==> config.mk <==
export PLATFORM = sky130hd
export DESIGN_NAME = triple_band_pixel_packer
export DESIGN_NICKNAME = d
export VERILOG_FILES = /design/src/hw/rtl/tbpp_pkg.sv /design/src/hw/rtl/tbpp_lane.sv /design/src/hw/rtl/tbpp_merge.sv /design/src/hw/rtl/triple_band_pixel_packer.sv
export SDC_FILE = /design/constraint.sdc
export NUM_CORES = 1
export LEC_CHECK = 0
export BUFFER_PORTS_ARGS = -buffer_cell sky130_fd_sc_hd__buf_2
export CAP_MARGIN = 5
export CORE_MARGIN = 3
export CORE_UTILIZATION = 63
export DETAILED_ROUTE_END_ITERATION = 7
export PLACE_DENSITY = 0.86
export SYNTH_ARGS = -nofsm -noshare
export SYNTH_HDL_FRONTEND = slang
export SYNTH_SLANG_ARGS = --single-unit
export TNS_END_PERCENT = 1
==> constraint.sdc <==
create_clock -name clk -period 5.1 [get_ports clk]
set_input_delay 1.02 -clock clk [delete_from_list [all_inputs] [get_ports clk]]
set_output_delay 1.02 -clock clk [all_outputs]
set_load 0.005 [all_outputs]
==> src/hw/rtl/tbpp_pkg.sv <==
// ----------------------------------------------------------------------------
// tbpp_pkg
// Shared types, constants and mode decode for the three band pixel packer.
// ----------------------------------------------------------------------------
package tbpp_pkg;

  localparam int TBPP_BANDS      = 3;
  localparam int DEPTH_W         = 5;
  localparam int STRIDE_W        = 4;
  localparam int SAMPLE_W        = 16;
  localparam int PIX_BYTES       = 8;
  localparam int PIX_W           = 8 * PIX_BYTES;
  localparam int CFG_IDX_W       = 3;
  localparam int CFG_DATA_W      = 5;
  localparam int SUM_W           = 7;
  localparam int SUB_BYTE_MAX    = 8;

  localparam logic [DEPTH_W-1:0]  DEPTH_RESET  = 5'd8;
  localparam logic [STRIDE_W-1:0] STRIDE_RESET = 4'd3;

  typedef enum logic [CFG_IDX_W-1:0] {
    REG_DEPTH_FIRST     = 3'd0,
    REG_DEPTH_SECOND    = 3'd1,
    REG_DEPTH_THIRD     = 3'd2,
    REG_FILL_MS_FIRST   = 3'd3,
    REG_SAMPLE_MS_FIRST = 3'd4,
    REG_BAND_REVERSE    = 3'd5,
    REG_PIXEL_STRIDE    = 3'd6
  } reg_idx_t;

  typedef enum logic [2:0] {
    MODE_ERR,
    MODE_16,
    MODE_8,
    MODE_4,
    MODE_SUB
  } pack_mode_t;

  typedef logic [DEPTH_W-1:0] depth_t;

  typedef struct packed {
    pack_mode_t                 mode;
    logic                       fill_ms_first;
    logic                       sample_ms_first;
    depth_t [TBPP_BANDS-1:0]    depth;
  } lane_ctrl_t;

  function automatic pack_mode_t decode_mode(input depth_t d0, input depth_t d1,
                                             input depth_t d2);
    logic [SUM_W-1:0] sum;
    logic             bad;
    pack_mode_t       m;
    sum = SUM_W'(d0) + SUM_W'(d1) + SUM_W'(d2);
    bad = (d0 == '0) || (d1 == '0) || (d2 == '0) ||
          (d0 > depth_t'(SAMPLE_W)) || (d1 > depth_t'(SAMPLE_W)) ||
          (d2 > depth_t'(SAMPLE_W));
    if (bad) begin
      m = MODE_ERR;
    end else if (d0 == 5'd16 && d1 == 5'd16 && d2 == 5'd16) begin
      m = MODE_16;
    end else if (d0 == 5'd8 && d1 == 5'd8 && d2 == 5'd8) begin
      m = MODE_8;
    end else if (d0 == 5'd4 && d1 == 5'd4 && d2 == 5'd4) begin
      m = MODE_4;
    end else if (sum <= SUM_W'(SUB_BYTE_MAX)) begin
      m = MODE_SUB;
    end else begin
      m = MODE_ERR;
    end
    return m;
  endfunction

endpackage

==> src/hw/rtl/tbpp_lane.sv <==
// ----------------------------------------------------------------------------
// tbpp_lane
// Places one band sample into its byte/bit position for the active mode.
// ----------------------------------------------------------------------------
module tbpp_lane import tbpp_pkg::*; #(
  parameter int BAND_COUNT = TBPP_BANDS,
  parameter int LANE_IDX   = 0
) (
  input  logic                clk,
  input  logic                load,
  input  lane_ctrl_t          ctrl,
  input  logic [SAMPLE_W-1:0] sample,
  output logic [PIX_W-1:0]    lane_bytes
);

  logic [PIX_W-1:0] lane_bytes_r;
  logic [PIX_W-1:0] lane_bytes_nxt;
  logic [SUM_W-1:0] pre_sum;
  logic [SUM_W-1:0] post_sum;
  logic [2:0]       sub_shift;
  logic [8:0]       sub_mask;
  logic [7:0]       sub_field;
  logic [15:0]      word16;
  logic [3:0]       nib_pos;

  always_comb begin
    pre_sum  = '0;
    post_sum = '0;
    for (int j = 0; j < BAND_COUNT; j++) begin
      if (j <= LANE_IDX) begin
        pre_sum = pre_sum + SUM_W'(ctrl.depth[j]);
      end else begin
        post_sum = post_sum + SUM_W'(ctrl.depth[j]);
      end
    end
    if (ctrl.fill_ms_first) begin
      sub_shift = 3'(SUM_W'(SUB_BYTE_MAX) - pre_sum);
    end else begin
      sub_shift = post_sum[2:0];
    end
    sub_mask  = (9'd1 << ctrl.depth[LANE_IDX]) - 9'd1;
    sub_field = sample[7:0] & sub_mask[7:0];

    word16 = ctrl.sample_ms_first ? {sample[7:0], sample[15:8]} : sample;

    // nibble slot within the first two bytes
    if (ctrl.fill_ms_first) begin
      nib_pos = (LANE_IDX == 0) ? 4'd1 : (LANE_IDX == 1) ? 4'd0 : 4'd3;
    end else begin
      nib_pos = 4'(LANE_IDX);
    end

    case (ctrl.mode)
      MODE_16:  lane_bytes_nxt = PIX_W'(word16) << (16 * LANE_IDX);
      MODE_8:   lane_bytes_nxt = PIX_W'(sample[7:0]) << (8 * LANE_IDX);
      MODE_4:   lane_bytes_nxt = PIX_W'(sample[3:0]) << {nib_pos, 2'b00};
      MODE_SUB: lane_bytes_nxt = PIX_W'(sub_field) << sub_shift;
      default:  lane_bytes_nxt = '0;
    endcase
  end

  always_ff @(posedge clk) begin
    if (load) begin
      lane_bytes_r <= lane_bytes_nxt;
    end
  end

  assign lane_bytes = lane_bytes_r;

endmodule

==> src/hw/rtl/tbpp_merge.sv <==
// ----------------------------------------------------------------------------
// tbpp_merge
// Combines the lane bytes, trims to the pixel stride and registers the result.
// ----------------------------------------------------------------------------
module tbpp_merge import tbpp_pkg::*; #(
  parameter int BAND_COUNT = TBPP_BANDS
) (
  input  logic                              clk,
  input  logic                              rst_n,
  input  logic                              valid_in,
  input  logic                              err_in,
  input  logic                              line_end_in,
  input  logic [BAND_COUNT-1:0][PIX_W-1:0]  lane_bytes,
  input  logic [STRIDE_W-1:0]               stride,
  output logic                              out_valid,
  output logic [PIX_W-1:0]                  out_packed_bytes,
  output logic [STRIDE_W-1:0]               out_byte_count,
  output logic                              out_depth_error,
  output logic                              out_line_end_out
);

  logic                valid_r;
  logic [PIX_W-1:0]    bytes_r, bytes_nxt;
  logic [STRIDE_W-1:0] count_r, count_nxt;
  logic                err_r;
  logic                line_end_r;
  logic [PIX_W-1:0]    merged;

  always_comb begin
    if (stride == '0) begin
      count_nxt = STRIDE_W'(1);
    end else if (stride > STRIDE_W'(PIX_BYTES)) begin
      count_nxt = STRIDE_W'(PIX_BYTES);
    end else begin
      count_nxt = stride;
    end
    merged = '0;
    for (int k = 0; k < BAND_COUNT; k++) begin
      merged = merged | lane_bytes[k];
    end
    for (int b = 0; b < PIX_BYTES; b++) begin
      bytes_nxt[8*b +: 8] = (STRIDE_W'(b) < count_nxt && !err_in) ? merged[8*b +: 8] : 8'h00;
    end
  end

  always_ff @(posedge clk) begin
    if (!rst_n) begin
      valid_r <= 1'b0;
    end else begin
      valid_r <= valid_in;
    end
  end

  always_ff @(posedge clk) begin
    if (valid_in) begin
      bytes_r    <= bytes_nxt;
      count_r    <= count_nxt;
      err_r      <= err_in;
      line_end_r <= line_end_in;
    end
  end

  assign out_valid        = valid_r;
  assign out_packed_bytes = bytes_r;
  assign out_byte_count   = count_r;
  assign out_depth_error  = err_r;
  assign out_line_end_out = line_end_r;

endmodule

==> src/hw/rtl/triple_band_pixel_packer.sv <==
// ----------------------------------------------------------------------------
// triple_band_pixel_packer
// Band interleaved by pixel packer: three band lanes and a merge stage.
// ----------------------------------------------------------------------------
// channel   ports                         handshake
// request   in_band_*, in_line_end_in     start & !busy
// result    out_packed_bytes ... out_*    out_valid, one cycle
// config    cfg_index, cfg_wdata          cfg_we
//
// one request per cycle; each result passes the lane register and then the
// merge output register
// busy stays low; the receiver cannot stall the result
// synchronous active-low reset restores register defaults and drops valids
// ----------------------------------------------------------------------------
module triple_band_pixel_packer import tbpp_pkg::*; #(
  parameter int BAND_COUNT = TBPP_BANDS
) (
  input  logic                  clk,
  input  logic                  rst_n,
  input  logic                  start,
  output logic                  busy,
  input  logic [SAMPLE_W-1:0]   in_band_zero,
  input  logic [SAMPLE_W-1:0]   in_band_one,
  input  logic [SAMPLE_W-1:0]   in_band_two,
  input  logic                  in_line_end_in,
  output logic                  out_valid,
  output logic [PIX_W-1:0]      out_packed_bytes,
  output logic [STRIDE_W-1:0]   out_byte_count,
  output logic                  out_depth_error,
  output logic                  out_line_end_out,
  input  logic                  cfg_we,
  input  logic [CFG_IDX_W-1:0]  cfg_index,
  input  logic [CFG_DATA_W-1:0] cfg_wdata
);

  depth_t              depth_first_r, depth_second_r, depth_third_r;
  logic                fill_ms_first_r, sample_ms_first_r, band_reverse_r;
  logic [STRIDE_W-1:0] stride_r;

  logic                s1_valid_r, s1_err_r, s1_line_end_r;
  logic                accept;
  lane_ctrl_t          ctrl;
  logic [BAND_COUNT-1:0][SAMPLE_W-1:0] bands;
  logic [BAND_COUNT-1:0][SAMPLE_W-1:0] placed;
  logic [BAND_COUNT-1:0][PIX_W-1:0]    lane_bytes;

  assign busy   = 1'b0;
  assign accept = start && !busy;

  always_ff @(posedge clk) begin
    if (!rst_n) begin
      depth_first_r     <= DEPTH_RESET;
      depth_second_r    <= DEPTH_RESET;
      depth_third_r     <= DEPTH_RESET;
      fill_ms_first_r   <= 1'b1;
      sample_ms_first_r <= 1'b1;
      band_reverse_r    <= 1'b0;
      stride_r          <= STRIDE_RESET;
    end else if (cfg_we) begin
      unique case (cfg_index)
        REG_DEPTH_FIRST:     depth_first_r     <= cfg_wdata;
        REG_DEPTH_SECOND:    depth_second_r    <= cfg_wdata;
        REG_DEPTH_THIRD:     depth_third_r     <= cfg_wdata;
        REG_FILL_MS_FIRST:   fill_ms_first_r   <= cfg_wdata[0];
        REG_SAMPLE_MS_FIRST: sample_ms_first_r <= cfg_wdata[0];
        REG_BAND_REVERSE:    band_reverse_r    <= cfg_wdata[0];
        REG_PIXEL_STRIDE:    stride_r          <= cfg_wdata[STRIDE_W-1:0];
        default: ;
      endcase
    end
  end

  always_comb begin
    bands[0] = in_band_zero;
    bands[1] = in_band_one;
    bands[2] = in_band_two;
    for (int k = 0; k < BAND_COUNT; k++) begin
      placed[k] = band_reverse_r ? bands[BAND_COUNT-1-k] : bands[k];
    end
    ctrl.mode            = decode_mode(depth_first_r, depth_second_r, depth_third_r);
    ctrl.fill_ms_first   = fill_ms_first_r;
    ctrl.sample_ms_first = sample_ms_first_r;
    ctrl.depth[0]        = depth_first_r;
    ctrl.depth[1]        = depth_second_r;
    ctrl.depth[2]        = depth_third_r;
  end

  for (genvar g = 0; g < BAND_COUNT; g++) begin : g_lane
    tbpp_lane #(
      .BAND_COUNT (BAND_COUNT),
      .LANE_IDX   (g)
    ) u_lane (
      .clk        (clk),
      .load       (accept),
      .ctrl       (ctrl),
      .sample     (placed[g]),
      .lane_bytes (lane_bytes[g])
    );
  end

  always_ff @(posedge clk) begin
    if (!rst_n) begin
      s1_valid_r <= 1'b0;
    end else begin
      s1_valid_r <= accept;
    end
  end

  always_ff @(posedge clk) begin
    if (accept) begin
      s1_err_r      <= (ctrl.mode == MODE_ERR);
      s1_line_end_r <= in_line_end_in;
    end
  end

  tbpp_merge #(
    .BAND_COUNT (BAND_COUNT)
  ) u_merge (
    .clk              (clk),
    .rst_n            (rst_n),
    .valid_in         (s1_valid_r),
    .err_in           (s1_err_r),
    .line_end_in      (s1_line_end_r),
    .lane_bytes       (lane_bytes),
    .stride           (stride_r),
    .out_valid        (out_valid),
    .out_packed_bytes (out_packed_bytes),
    .out_byte_count   (out_byte_count),
    .out_depth_error  (out_depth_error),
    .out_line_end_out (out_line_end_out)
  );

`ifndef NO_ASSERTIONS
  a_latency: assert property (@(posedge clk) disable iff (!rst_n)
    accept |-> ##2 out_valid) else $error("result missing two cycles after request");

  a_count_range: assert property (@(posedge clk) disable iff (!rst_n)
    out_valid |-> (out_byte_count != '0 && out_byte_count <= STRIDE_W'(PIX_BYTES)))
    else $error("byte count out of range");

  a_err_zero: assert property (@(posedge clk) disable iff (!rst_n)
    (out_valid && out_depth_error) |-> (out_packed_bytes == '0))
    else $error("error result carries data");

  a_no_spurious: assert property (@(posedge clk) disable iff (!rst_n)
    out_valid |-> $past(s1_valid_r)) else $error("result without request");
`endif

endmodule

==> results.md <==
- Status: finished clean
- Routed wire length per instance: 21.5 um
- Sequential fraction of the synthesis area: approximately 50%
- Count of H-tree levels built during CTS: 4
- DRT Pass-1 Iters: 6
- Area taken by multi-input logic gates: between 4000 and 5000 um^2
- Post-CTS setup buffers: 0
- Clk Latency, worst-skew pair: about 0.43 ns
- Max-cap check violation count: 0
- Post-DP HPWL: 18400 um
- Remaining Overflow, GRT: 0
- Met1 Track Usage GR: a little over two fifths
- Count of hold buffers inserted by post-cts repair: 0
- Crit. End Element: flip-flop
- Flop and latch count out of synthesis: roughly 170
- Post-synth cell types: between 70 and 80
- Vias in the first global route: approximately 7000
- Slew HR: between 20% and 30%
- Tightest Pin Transition: 1.08 ns
- Iter 0 DRT Violations: about 830
- CTS tree: yes
- Unrepaired setup endpoints after global routing: no
- Netlist area before placement: about 9500 um^2
- Number of buffers inserted during clock tree synthesis: 17
- Data required time at the worst endpoint: about 5.3 ns
- EDFF count, synth: between 100 and 150
- Setup TNS Final: 0 ns
- Number of nets in the final layout: roughly 1100
- Met3 routing resource usage after global routing: about 5.4%
- Cell Pwr Density: 313 nW/um^2
- Cell types occupying the most area after synthesis: edfxtp_1, mux2i_1, dfxtp_1, nor2_1, mux2_2
- Number of design rule violations left after detail routing: 0
- Crit path launch type: flip-flop
- CTS Buffer Depth: 2
- GP Congestion: 0.982
- Wire length of the first global-routing pass: about 38000 um
- Count of filler cells inserted in the layout: 1020
- Combined flip-flop and latch cell area: roughly 4800 um^2
- Post-DRT Antenna Nets: 0
- Global-route layer with the greatest usage: met2
- Cell type with the largest total area after synthesis: edfxtp_1
- Total global routing track utilization: around 30%
- Post-Route Skew: 0.0102 ns
- Core Region: ~15000 um^2
- Critical path class: reg2reg
- Min-delay worst type: reg2reg
- Average footprint of a synthesized cell: between 10 and 15 um^2
- Final worst path period share: 73.2%
- Fraction of layout cells with a size suffix above 1: about a fifth
- Clock-pin transition on the worst setup and hold timing paths: roughly 0.070 ns
- Number of gates resized after cts: 0
- GR Util met2: a little under half
- Vert. Die Dim: around 130 um
- Setup violators final: 0
- Warning count from the yosys run: 0
- Count of standard-cell rows: 44
- Data arrival time of the critical path: slightly below 4 ns
- Cell at the root of the clock tree: clkbuf_16
- Final number of max-transition violations: 0
- Peak supply drop: roughly 0.24 mV
- Clock sink total: 168
- Top flip-flop cell by instance count after synthesis: edfxtp_1
- IO Port Bufs: between 100 and 150
- Via count of the routed design: 7422
- Total leakage power: approximately 4.1 nW
- Post-synth top area share: between 40% and 50%
- WL final: ~25000 um
- Number of top-level pins: about 130
- Clock period minus worst slack: about 3.7 ns
- DP Area: approximately 10000 um^2
- Post-synthesis cell count: around 880
- Antenna Diode Count: 0
- Worst-path fanout max: 15
- Area growth from synthesis to layout: 12.3%
- Routed via count divided by cell count: roughly 6.4
- Hold violation total from the final report: 0
- Initial core utilization: around two thirds
- Async set-reset flop share out of synthesis: 0%
- Largest net degree at the start of global routing: 48
- Achievable clock frequency: approximately 270 MHz
- Die width: between 100 and 150 um
- Initial antenna violation count: 0
- Fin area: ~11000 um^2
- Die ar.: about 17000 um^2
layer usage:
| layer | share of wire (%) | up-vias | routed length (um) |
|---|---|---|---|
| met1 | 41 | 3508 | 10400 |
| met2 | 46 | 394 | 11500 |
| met3 | 8.3 | 62 | 2090 |
| met5 | 0 | - | 0 |
| met4 | 4.5 | 0 | 1120 |
| li1 | - | 3458 | - |
where the power goes:
part           total (mW)  internal [mW]  switching (mW)
clock network        1.26          0.704           0.553
logic               0.457          0.173           0.284
registers            1.62           1.58          0.0414
final cells by class:
| cell class | instances | share of cell area, % |
|---|---|---|
| inverter | 12 | 0.424 |
| sequential | 168 | 45.2 |
| clock buffer | 22 | 4.67 |
| multi-input combinational | 645 | 40.6 |
| clock inverter | 10 | 0.753 |
| tap | 184 | 2.17 |
| timing repair buffer | 125 | 6.14 |
logic make-up after synthesis:
group / Yosys count / share of synthesized area [%]
buf+inv: 84 / 4.28
simple gates: 297 / 15.3
fa+ha+maj: 21 / 3.01
compound gates: 199 / 14.7
flops: 168 / 50.8
mux: 95 / 10.4
xor+xnor: 16 / 1.48
other cells: 1 / 0.0396
layout by cell type, fill, tap and decap left out, types with 23 or more instances in the layout:
cell type	Yosys	final
a21oi_1	28	28
and2_1	34	34
buf_2	15	114
edfxtp_1	144	144
mux2_2	23	23
mux2i_1	70	70
nand2_1	59	59
nor2_1	103	103
nor3_1	25	25
o21ai_0	30	30
critical path: stages, from the launching register on:
cell	delay [ns]
dfxtp_1	0.49
nor4_2	0.51
nand2b_1	0.20
ha_1	0.32
nor3_1	0.31
mux2i_1	0.13
o2bb2ai_1	0.21
nor2_1	0.06
a2111oi_0	0.68
mux2i_1	0.17
o21ai_0	0.40
per-stage QoR:
step           hold WS, ns  total power, mW  cells  utilization (%)  worst slack, ns
6_report             0.421             3.33   1166             72.9             1.37
5_1_grt              0.441             3.42   1166             72.9             1.21
4_1_cts              0.422             3.32   1166             72.9             1.51
3_3_place_gp         0.404             2.08   1134             68.9             1.64
3_5_place_dp         0.406             2.09   1134             68.9             1.53
2_1_floorplan        0.400             1.92    897                -             2.10
path summary, 6_finish.rpt:
kind	start	to	slack [ns]	cells after the start
max	depth_second_r[1]$_SDFFE_PN0P_	g_lane[1].u_lane.lane_bytes[9]$_SDFFCE_PN0P_	1.37	10
max reg2reg	depth_second_r[1]$_SDFFE_PN0P_	g_lane[1].u_lane.lane_bytes[9]$_SDFFCE_PN0P_	1.37	10
min reg2reg	s1_line_end_r$_DFFE_PP_	u_merge.out_line_end_out$_DFFE_PP_	0.42	0
min	s1_line_end_r$_DFFE_PP_	u_merge.out_line_end_out$_DFFE_PP_	0.42	0
state kept, by name, indices dropped and copies added (netlist names), 4 cells and up:
| signal | flops |
|---|---|
| depth_first_r | 5 |
| depth_third_r | 5 |
| stride_r | 4 |
| u_merge.out_byte_count | 4 |
| u_merge.out_packed_bytes | 48 |
| depth_second_r | 5 |
| g_lane.u_lane.lane_bytes | 88 |
Yosys cell counts (all sizes together) (3+ instances only):
cell / n
nand3: 16
and3: 7
xnor2: 8
ha: 18
nor2b: 21
mux2: 25
nand2: 59
xor2: 8
clkbuf: 35
a22oi: 6
a21o: 7
inv: 12
nor3: 26
nor3b: 3
o21a: 12
fa: 3
o211ai: 4
a32o: 4
a31oi: 5
and2: 34
a211oi: 18
o31ai: 6
a21oi: 28
mux2i: 70
o21ai: 44
a221o: 4
a22o: 7
o31a: 11
o32ai: 4
o22ai: 17
dfxtp: 24
a31o: 5
edfxtp: 144
nand4: 4
nand2b: 5
buf: 37
or3: 5
nor2: 103
nor4: 3
No activity file was read; power rests on OpenSTA's default activity.
